--- config.mk ---
export PLATFORM = sky130hd
export DESIGN_NAME = btsc_ctrl
export DESIGN_NICKNAME = d
export VERILOG_FILES = /design/src/rtl/btsc_pkg.sv /design/src/rtl/btsc_ctrl.sv
export SDC_FILE = /design/constraint.sdc
export NUM_CORES = 1
export LEC_CHECK = 0
export BUFFER_PORTS_ARGS = -buffer_cell sky130_fd_sc_hd__buf_4
export CELL_PAD_IN_SITES_DETAIL_PLACEMENT = 0
export CELL_PAD_IN_SITES_GLOBAL_PLACEMENT = 2
export CORE_AREA = 2 2 54 43
export DETAILED_ROUTE_END_ITERATION = 10
export DIE_AREA = 0 0 56 45
export PLACE_DENSITY_LB_ADDON = 0.1
export SYNTH_ARGS = -nofsm -noshare
export SYNTH_HDL_FRONTEND = slang
export SYNTH_SLANG_ARGS = --single-unit
--- constraint.sdc ---
create_clock -name clk -period 1.3 [get_ports clk]
set_clock_uncertainty 0.2 [all_clocks]
set_input_delay 0.39 -clock clk [delete_from_list [all_inputs] [get_ports clk]]
set_output_delay 0.39 -clock clk [all_outputs]
set_load 0.01 [all_outputs]
--- src/rtl/btsc_pkg.sv ---
// Shared types and constants for the binary trie string counter.
`default_nettype none
package btsc_pkg;

  localparam int BitsPerChar = 8;
  localparam int BitIdxW     = $clog2(BitsPerChar);
  localparam int CountW      = 32;

  localparam logic [1:0] CMD_ADD    = 2'd0;
  localparam logic [1:0] CMD_REMOVE = 2'd1;

  typedef enum logic [2:0] {
    ST_IDLE,
    ST_DISP,
    ST_RD,
    ST_CHK,
    ST_LINK,
    ST_END,
    ST_CRD,
    ST_CUPD
  } state_t;

  // Commands from the controller to the datapath.
  typedef struct packed {
    logic in_ready;
    logic rd_link;
    logic advance;
    logic alloc_clear;
    logic set_ovf;
    logic link_write;
    logic rd_count;
    logic finish_count;
    logic finish_full;
  } ctrl_cmd_t;

  // Status from the datapath to the controller.
  typedef struct packed {
    logic empty;
    logic last;
    logic overflow;
    logic link_zero;
    logic pool_full;
    logic last_bit;
    logic out_busy;
  } dp_status_t;

endpackage
`default_nettype wire

--- src/rtl/btsc_ctrl.sv ---
// Controller state machine that sequences the trie walk and count update.
`default_nettype none
module btsc_ctrl (
  input  wire logic                  clk,
  input  wire logic                  rst_n,
  input  wire logic                  in_valid,
  input  wire btsc_pkg::dp_status_t  status,
  output btsc_pkg::ctrl_cmd_t        cmd
);

  btsc_pkg::state_t state_r;
  btsc_pkg::state_t state_nxt;

  always_ff @(posedge clk) begin
    if (!rst_n) begin
      state_r <= btsc_pkg::ST_IDLE;
    end else begin
      state_r <= state_nxt;
    end
  end

  always_comb begin
    state_nxt = state_r;
    case (state_r)
      btsc_pkg::ST_IDLE: begin
        if (in_valid) begin
          state_nxt = btsc_pkg::ST_DISP;
        end
      end
      btsc_pkg::ST_DISP: begin
        if (!status.empty && !status.overflow) begin
          state_nxt = btsc_pkg::ST_RD;
        end else if (status.last) begin
          state_nxt = btsc_pkg::ST_END;
        end else begin
          state_nxt = btsc_pkg::ST_IDLE;
        end
      end
      btsc_pkg::ST_RD: begin
        state_nxt = btsc_pkg::ST_CHK;
      end
      btsc_pkg::ST_CHK: begin
        if (!status.link_zero) begin
          if (!status.last_bit) begin
            state_nxt = btsc_pkg::ST_RD;
          end else if (status.last) begin
            state_nxt = btsc_pkg::ST_END;
          end else begin
            state_nxt = btsc_pkg::ST_IDLE;
          end
        end else if (status.pool_full) begin
          state_nxt = status.last ? btsc_pkg::ST_END : btsc_pkg::ST_IDLE;
        end else begin
          state_nxt = btsc_pkg::ST_LINK;
        end
      end
      btsc_pkg::ST_LINK: begin
        if (!status.last_bit) begin
          state_nxt = btsc_pkg::ST_RD;
        end else if (status.last) begin
          state_nxt = btsc_pkg::ST_END;
        end else begin
          state_nxt = btsc_pkg::ST_IDLE;
        end
      end
      btsc_pkg::ST_END: begin
        if (status.overflow) begin
          if (!status.out_busy) begin
            state_nxt = btsc_pkg::ST_IDLE;
          end
        end else begin
          state_nxt = btsc_pkg::ST_CRD;
        end
      end
      btsc_pkg::ST_CRD: begin
        state_nxt = btsc_pkg::ST_CUPD;
      end
      btsc_pkg::ST_CUPD: begin
        if (!status.out_busy) begin
          state_nxt = btsc_pkg::ST_IDLE;
        end
      end
      default: begin
        state_nxt = btsc_pkg::ST_IDLE;
      end
    endcase
  end

  always_comb begin
    cmd = '0;
    case (state_r)
      btsc_pkg::ST_IDLE: begin
        cmd.in_ready = 1'b1;
      end
      btsc_pkg::ST_RD: begin
        cmd.rd_link = 1'b1;
      end
      btsc_pkg::ST_CHK: begin
        if (!status.link_zero) begin
          cmd.advance = 1'b1;
        end else if (status.pool_full) begin
          cmd.set_ovf = 1'b1;
        end else begin
          cmd.alloc_clear = 1'b1;
        end
      end
      btsc_pkg::ST_LINK: begin
        cmd.link_write = 1'b1;
      end
      btsc_pkg::ST_END: begin
        cmd.finish_full = status.overflow && !status.out_busy;
      end
      btsc_pkg::ST_CRD: begin
        cmd.rd_count = 1'b1;
      end
      btsc_pkg::ST_CUPD: begin
        cmd.finish_count = !status.out_busy;
      end
      default: begin
        cmd = '0;
      end
    endcase
  end

endmodule
`default_nettype wire

==> results of run 1 <==
==> placed cells by master (no fill, tap or decap) <==
cell	synthesis	final
clkbuf_4	0	3
o21ai_1	4	3
nand3b_1	1	1
o22ai_2	0	1
inv_2	0	1
o211ai_1	1	1
or3_4	0	1
and3_4	0	1
dfxtp_4	0	3
clkbuf_1	0	1
a21oi_1	2	2
inv_1	2	1
nand2b_4	0	1
buf_6	1	10
nor3b_2	1	2
and2b_1	2	1
nor3_2	0	1
nand2_1	9	9
a22oi_1	1	1
and2b_2	0	1
nor3_1	2	1
mux2i_1	1	1
o21ai_2	0	1
and3b_1	1	1
nand3b_4	1	1
buf_4	1	24
nor3b_4	0	1
nor2_1	2	1
nor2_4	1	3
o21bai_4	0	1
a31oi_1	2	2
==> final cells by class <==
cell class | instances | area, um^2 | area share, %
repair buffers | 34 | 292.8 | 39.07
inverters | 2 | 7.507 | 1.002
multi-input cells | 39 | 321.6 | 42.90
flip-flops and latches | 3 | 71.32 | 9.516
well taps | 24 | 30.03 | 4.007
clock buffers | 4 | 26.28 | 3.506
==> critical path, stage by stage, from the launching register on <==
cell,delay [ps]
dfxtp_4,350
or3_4,400
inv_2,60
buf_6,90
==> layer usage <==
layer  part of all wire (%)  up-vias  routed length, um  global-route usage [%]
met5                      0        -                  0                       0
met4                      0        0                  0                   5.714
met3                    3.1        0                 34                   1.719
met2                     46        9                507                   12.24
met1                     51      218                570                   12.82
li1                       -      235                  -                       -
==> report_power, final <==
group / switching, mW / total (mW) / internal (mW)
Combinational: 0.0601 / 0.151 / 0.0911
Clock: 0.0524 / 0.168 / 0.115
Sequential: 0.0102 / 0.104 / 0.0940
Total: 0.123 / 0.423 / 0.300
==> path summary, 6_finish.rpt <==
check	startpoint	end	slack, ps	cells past startpoint
worst max-delay path	state_r[2]$_SDFFE_PN0P_	cmd[8]	-430	3
worst min-delay path	rst_n	state_r[0]$_SDFFE_PN0P_	190	3
worst max register to register	state_r[2]$_SDFFE_PN0P_	state_r[0]$_SDFFE_PN0P_	-40	4
worst min register to register	state_r[0]$_SDFFE_PN0P_	state_r[2]$_SDFFE_PN0P_	470	2
==> stage by stage <==
step                      power, mW  util, %  instances  worst slack, ps
after floorplan              0.1637        -         47           -157.8
after detailed placement     0.2313    31.76        100           -352.5
after global routing         0.4538    38.20        106           -461.1
after CTS                    0.4157    35.84        106           -427.1
final                        0.4230    38.20        106           -425.2
after global placement       0.2318    31.76        100           -346.8
==> cell families (layout without fill, tap and decap cells) <==
kind of cell	after synthesis	in the layout	synth area share, %
AO/OA/AOI/OAI	12	12	21.04
flip-flops	3	3	17.71
multiplexers	1	1	2.952
AND/OR/NAND/NOR	26	26	49.08
buffers and inverters	5	40	9.225
==> repair_timing <==
item | CTS | global route
gates cloned | 0 | 0
endpoints found under the setup margin | 12 | 12
gates resized for setup | 10 | 11
setup buffers | 2 | 1
pin swaps | 9 | 4
==> impl_metrics.tcl, run 1 <==
set metrics [dict create \
    antenna_cells 0 \
    clock.fmax_mhz 579.7 \
    numCtsBuffers 3 \
    synth.most_common_cell "nand2_1" \
    h-tree-depth 1 \
    synthTopCellsByArea "dfxtp_1 18%, nand2_1 10%, nand3b_4 5.9%" \
    worst_setup_path_start_kind "register" \
    cp.required_ps 710 \
    avgViaCountPerCell 4.358 \
    synth_flop_cell "dfxtp_1" \
    maxCapViolCount 0 \
    criticalPathCategory "register to output port" \
    avgRoutedWirePerCell_um 10.50 \
    grt_start_max_net_pins 9 \
    finalHoldViolations 0 \
    peakVddDrop_v 0.0002994 \
    nFillCells 229 \
    top_regs "state_r: 3 flops" \
    port_buffers 18 \
    die_h_um 45 \
    worstMarginPinSlew_ps 248.3 \
    min_path_type "primary input to register" \
    gp_congestion 0.6863 \
    dpl.hpwl_um 882.8 \
    setup_tns_ps -3364 \
    end_kind "output port" \
    yosysTopAreaCell "dfxtp_1" \
    outcome "finished, violations left" \
    dr_total_vias 462 \
    setup_ws_ps -425.2 \
    clock_sinks 3 \
    clk_pin_slew_worst_paths_ps 40 \
    area_growth_pct 121.0 \
    ant_nets 0 \
    period_needed_ps 1725 \
    synthCells 47 \
    synthesis.area_um2 339.1 \
    grt_usage_pct 8.944 \
    cts_tree "built" \
    synth_seq_cells 3 \
    antenna_found_initial 0 \
    syn_avg_cell_area_um2 7.214 \
    drc 0 \
    largest-register "state_r" \
    ys_warn_count 0 \
    coreArea_um2 1962 \
    fp.dieW_um 56 \
    syn-num-nets 57 \
    drive_gt1_share_pct 68.29 \
    clk_path_buf_depth 2 \
    power.density_nw_per_um2 564.4 \
    synth-edff-count 0 \
    leakage_nw 0.3550 \
    first_pass_iters 2 \
    setup_viol 12 \
    crit_arrival_ps 1140 \
    clock_latency_ps 240 \
    die-area_um2 2520 \
    rsz0062_at_grt "yes" \
    grt_pass1_vias 398 \
    drv_slew 0 \
    ys_top_cells_by_count "9 x nand2_1, 4 x o21ai_1, 3 x dfxtp_1" \
    grt_pass1_wl_mm 1.690 \
    yosysSeqAreaShare_pct 17.71 \
    cts-root-buf "clkbuf_4" \
    period_share_pct 132.7 \
    wl_mm 1.113 \
    start_util_pct 17.28 \
    critPathMaxFanout 5 \
    rows 14 \
    violations "negative setup slack" \
    async_flop_share_pct 0 \
    yosysUniqueCellTypes 27 \
    stdcell_area_um2 749.5 \
    largest_reg_flops 3 \
    ctsHoldBuffers 0 \
    fin_hold_ws_ps 186.3 \
    slew_headroom_pct 83.45 \
    netlist.area_leader.share_pct 17.71 \
    drt_first_iter_violations 6 \
    grt_remaining_overflow 0 \
    final_nets 93 \
    io_pins 19 \
    placed_cell_area_um2 623.1 \
]
(Power assumes the default switching activity.)
==> run 2, diff against run 1 <==
Settings changed: ABC_AREA from default to 1, CORE_AREA 2 2 54 43 to 2 2 57 45, DIE_AREA 0 0 56 45 to 0 0 59 47.
==> run 2 against run 1 <==
The flow still finishes with violations (negative setup slack). Non-clock buffer count shrank 2. Final area is 1.5% higher. Maximum frequency grew 3.4%. First-iteration DRC count grew 100%. Cell count up 19%. Count of clock-buffer cells in the layout unchanged. Synthesized cell count is 43% higher. Register-to-register slack better by 20 ps. Utilization is 3.9 points lower. Sequential share of layout area is 0.14 points lower. Clock power shrank 5%. Sequential power grew 22%. Largest power group is now combinational logic. Highest routed layer unchanged.
==> impl_metrics.tcl, run 2 <==
set metrics [dict create \
    numCtsBuffers 3 \
    grt_remaining_overflow 0 \
    crit_arrival_ps 1080 \
    cp.buffers_inverters 2 \
    syn-num-nets 77 \
    grt_usage_pct 10.13 \
    port_buffers 18 \
    worst_setup_path_start_kind "register" \
    setup_tns_ps -2773 \
    top_regs "state_r: 3 flops" \
    ys_top_cells_by_count "15 x nand2_1, 11 x inv_1, 8 x nor2_1, 5 x nand3_1" \
    stdcell_area_um2 760.7 \
    first_pass_iters 3 \
    timing.rr.end "state_r[1]$_SDFFE_PN0P_" \
    cts_tree "built" \
    die_h_um 47 \
    async_flop_share_pct 0 \
    die-area_um2 2773 \
    clock_sinks 3 \
    dp_slack_ps -218.0 \
    synthesis.area_um2 361.6 \
    syn_avg_cell_area_um2 5.397 \
    largest_reg_flops 3 \
    r2r_start "state_r[0]$_SDFFE_PN0P_" \
    criticalPathCategory "register to output port" \
    peakVddDrop_v 0.0005703 \
    drive_gt1_share_pct 62.38 \
    fp.dieW_um 59 \
    dpl.hpwl_mm 1.059 \
    drc 0 \
    avgRoutedWirePerCell_um 10.52 \
    violations "negative setup slack" \
    setup_viol 11 \
    nFillCells 254 \
    clk_path_buf_depth 2 \
    antenna_cells 0 \
    grt_pass1_wl_mm 2.132 \
    max_stage_delay_ps 370 \
    start_util_pct 16.33 \
    gp_congestion 0.7518 \
    r2r_slack_ps -20 \
    drt_first_iter_violations 12 \
    yosysUniqueCellTypes 18 \
    clock_latency_ps 230 \
    synth-edff-count 0 \
    period_needed_ps 1669 \
    area_growth_pct 110.4 \
    setup_ws_ps -368.9 \
    drv_slew 0 \
    antenna_found_initial 0 \
    synthTopCellsByArea "dfxtp_1 17%, nand2_1 16%, inv_1 11%" \
    yosysTopAreaCell "dfxtp_1" \
    path_cells "nand2_4, nor2_4, inv_4, nor3_4, buf_4" \
    grt_start_max_net_pins 8 \
    placed_cell_area_um2 658.1 \
    dr_total_vias 535 \
    ctsHoldBuffers 0 \
    min_to "state_r[0]$_SDFFE_PN0P_" \
    cts-root-buf "clkbuf_4" \
    period_share_pct 128.4 \
    synth_flop_cell "dfxtp_1" \
    h-tree-depth 1 \
    grt_pass1_vias 511 \
    hp-start "rst_n" \
    yosysSeqAreaShare_pct 16.61 \
    final_nets 112 \
    final_common_cell "buf_4" \
    io_pins 19 \
    r2r_cells 6 \
    avgViaCountPerCell 4.246 \
    holdPathStages 3 \
    clk_pin_slew_worst_paths_ps 40 \
    outcome "finished, violations left" \
    coreArea_um2 2215 \
    slew_headroom_pct 85.69 \
    critPathMaxFanout 5 \
    cp_top_family "flip-flops" \
    cp_slowest_cell "dfxtp_4" \
    layout_common_cells "29 x buf_4, 12 x nand2_1, 8 x inv_1, 6 x nor2_1, 4 x nand3_1" \
    ys_warn_count 0 \
    rows 15 \
    end_kind "output port" \
    min_path_type "primary input to register" \
    synth_seq_cells 3 \
    synthCells 67 \
    maxCapViolCount 0 \
    netlist.area_leader.share_pct 16.61 \
    rsz0062_at_grt "yes" \
    finalHoldViolations 0 \
    largest-register "state_r" \
    ant_nets 0 \
    synth.most_common_cell "nand2_1" \
    clock.fmax_mhz 599.2 \
    wl_mm 1.325 \
    cp.required_ps 710 \
    leakage_nw 0.3849 \
    power.density_nw_per_um2 726.1 \
    worstMarginPinSlew_ps 214.5 \
]
[run 2: changes by cell type in the layout (fill, tap and decap cells not counted), moves of 4 or more]
cell / before / now
buf_4: 24 / 29
nor2_1: 1 / 6
inv_1: 1 / 8
nand3_1: 0 / 4
buf_6: 10 / 3
[run 2: layout make-up]
class | count | area (um^2) | area share (%)
clock buffer | 4 | 26.28 | 3.454
inverter | 14 | 60.06 | 7.895
multi-input combinational | 48 | 320.3 | 42.11
sequential | 3 | 71.32 | 9.375
tap | 25 | 31.28 | 4.112
timing repair buffer | 32 | 251.5 | 33.06
[run 2: stage by stage]
step	hold WS (ps)	power, mW	instances	util (%)
floorplan	314.2	0.2534	67	-
global placement	456.4	0.3579	120	29.72
detailed placement	472.0	0.3544	120	29.72
CTS	223.6	0.5450	126	33.05
global route	228.7	0.5995	126	34.35
finish	225.6	0.5524	126	34.35
[run 2: cells by family after synthesis]
| kind of cell | share of synthesized area, % |
|---|---|
| simple gates | 49.83 |
| buf+inv | 17.99 |
| compound gates | 15.57 |
| flops | 16.61 |
[run 2: power breakdown]
part           internal (mW)  total, mW  switching, mW
sequential             0.106      0.127         0.0209
combinational          0.121      0.265          0.144
clock                  0.115      0.160         0.0452
[run 2: how the worst max path moves through the flow]
stage,cells after the start,slack (ps),from,endpoint
after floorplan,5,-90,state_r[0]$_SDFFE_PN0P_,cmd[5]
after global placement,5,-200,status[0],cmd[0]
after detailed placement,5,-220,status[0],cmd[0]
after CTS,5,-390,state_r[0]$_SDFFE_PN0P_,cmd[5]
after global routing,5,-440,state_r[0]$_SDFFE_PN0P_,cmd[5]
final,5,-370,state_r[0]$_SDFFE_PN0P_,cmd[5]
[run 2: worst register-to-register path: stages, from the launching register on]
cell and delay, ps:
dfxtp_4 360, nor2_2 150, nand2_1 90, buf_4 130
o21ai_1 100, nor2_1 70, a21oi_2 140
[run 2: per-layer routing]
metal  track usage (%)  wire [um]
met1             14.45        673
met2             15.78        590
met3             1.928         61
met4             2.727          0
met5                 0          0
[run 2: repair_timing]
action / 4_1_cts / 5_1_grt
gates cloned: 0 / 0
resized for setup: 12 / 8
setup buffers: 2 / 1
endpoints found under the setup margin: 12 / 12
pin swaps: 1 / 4
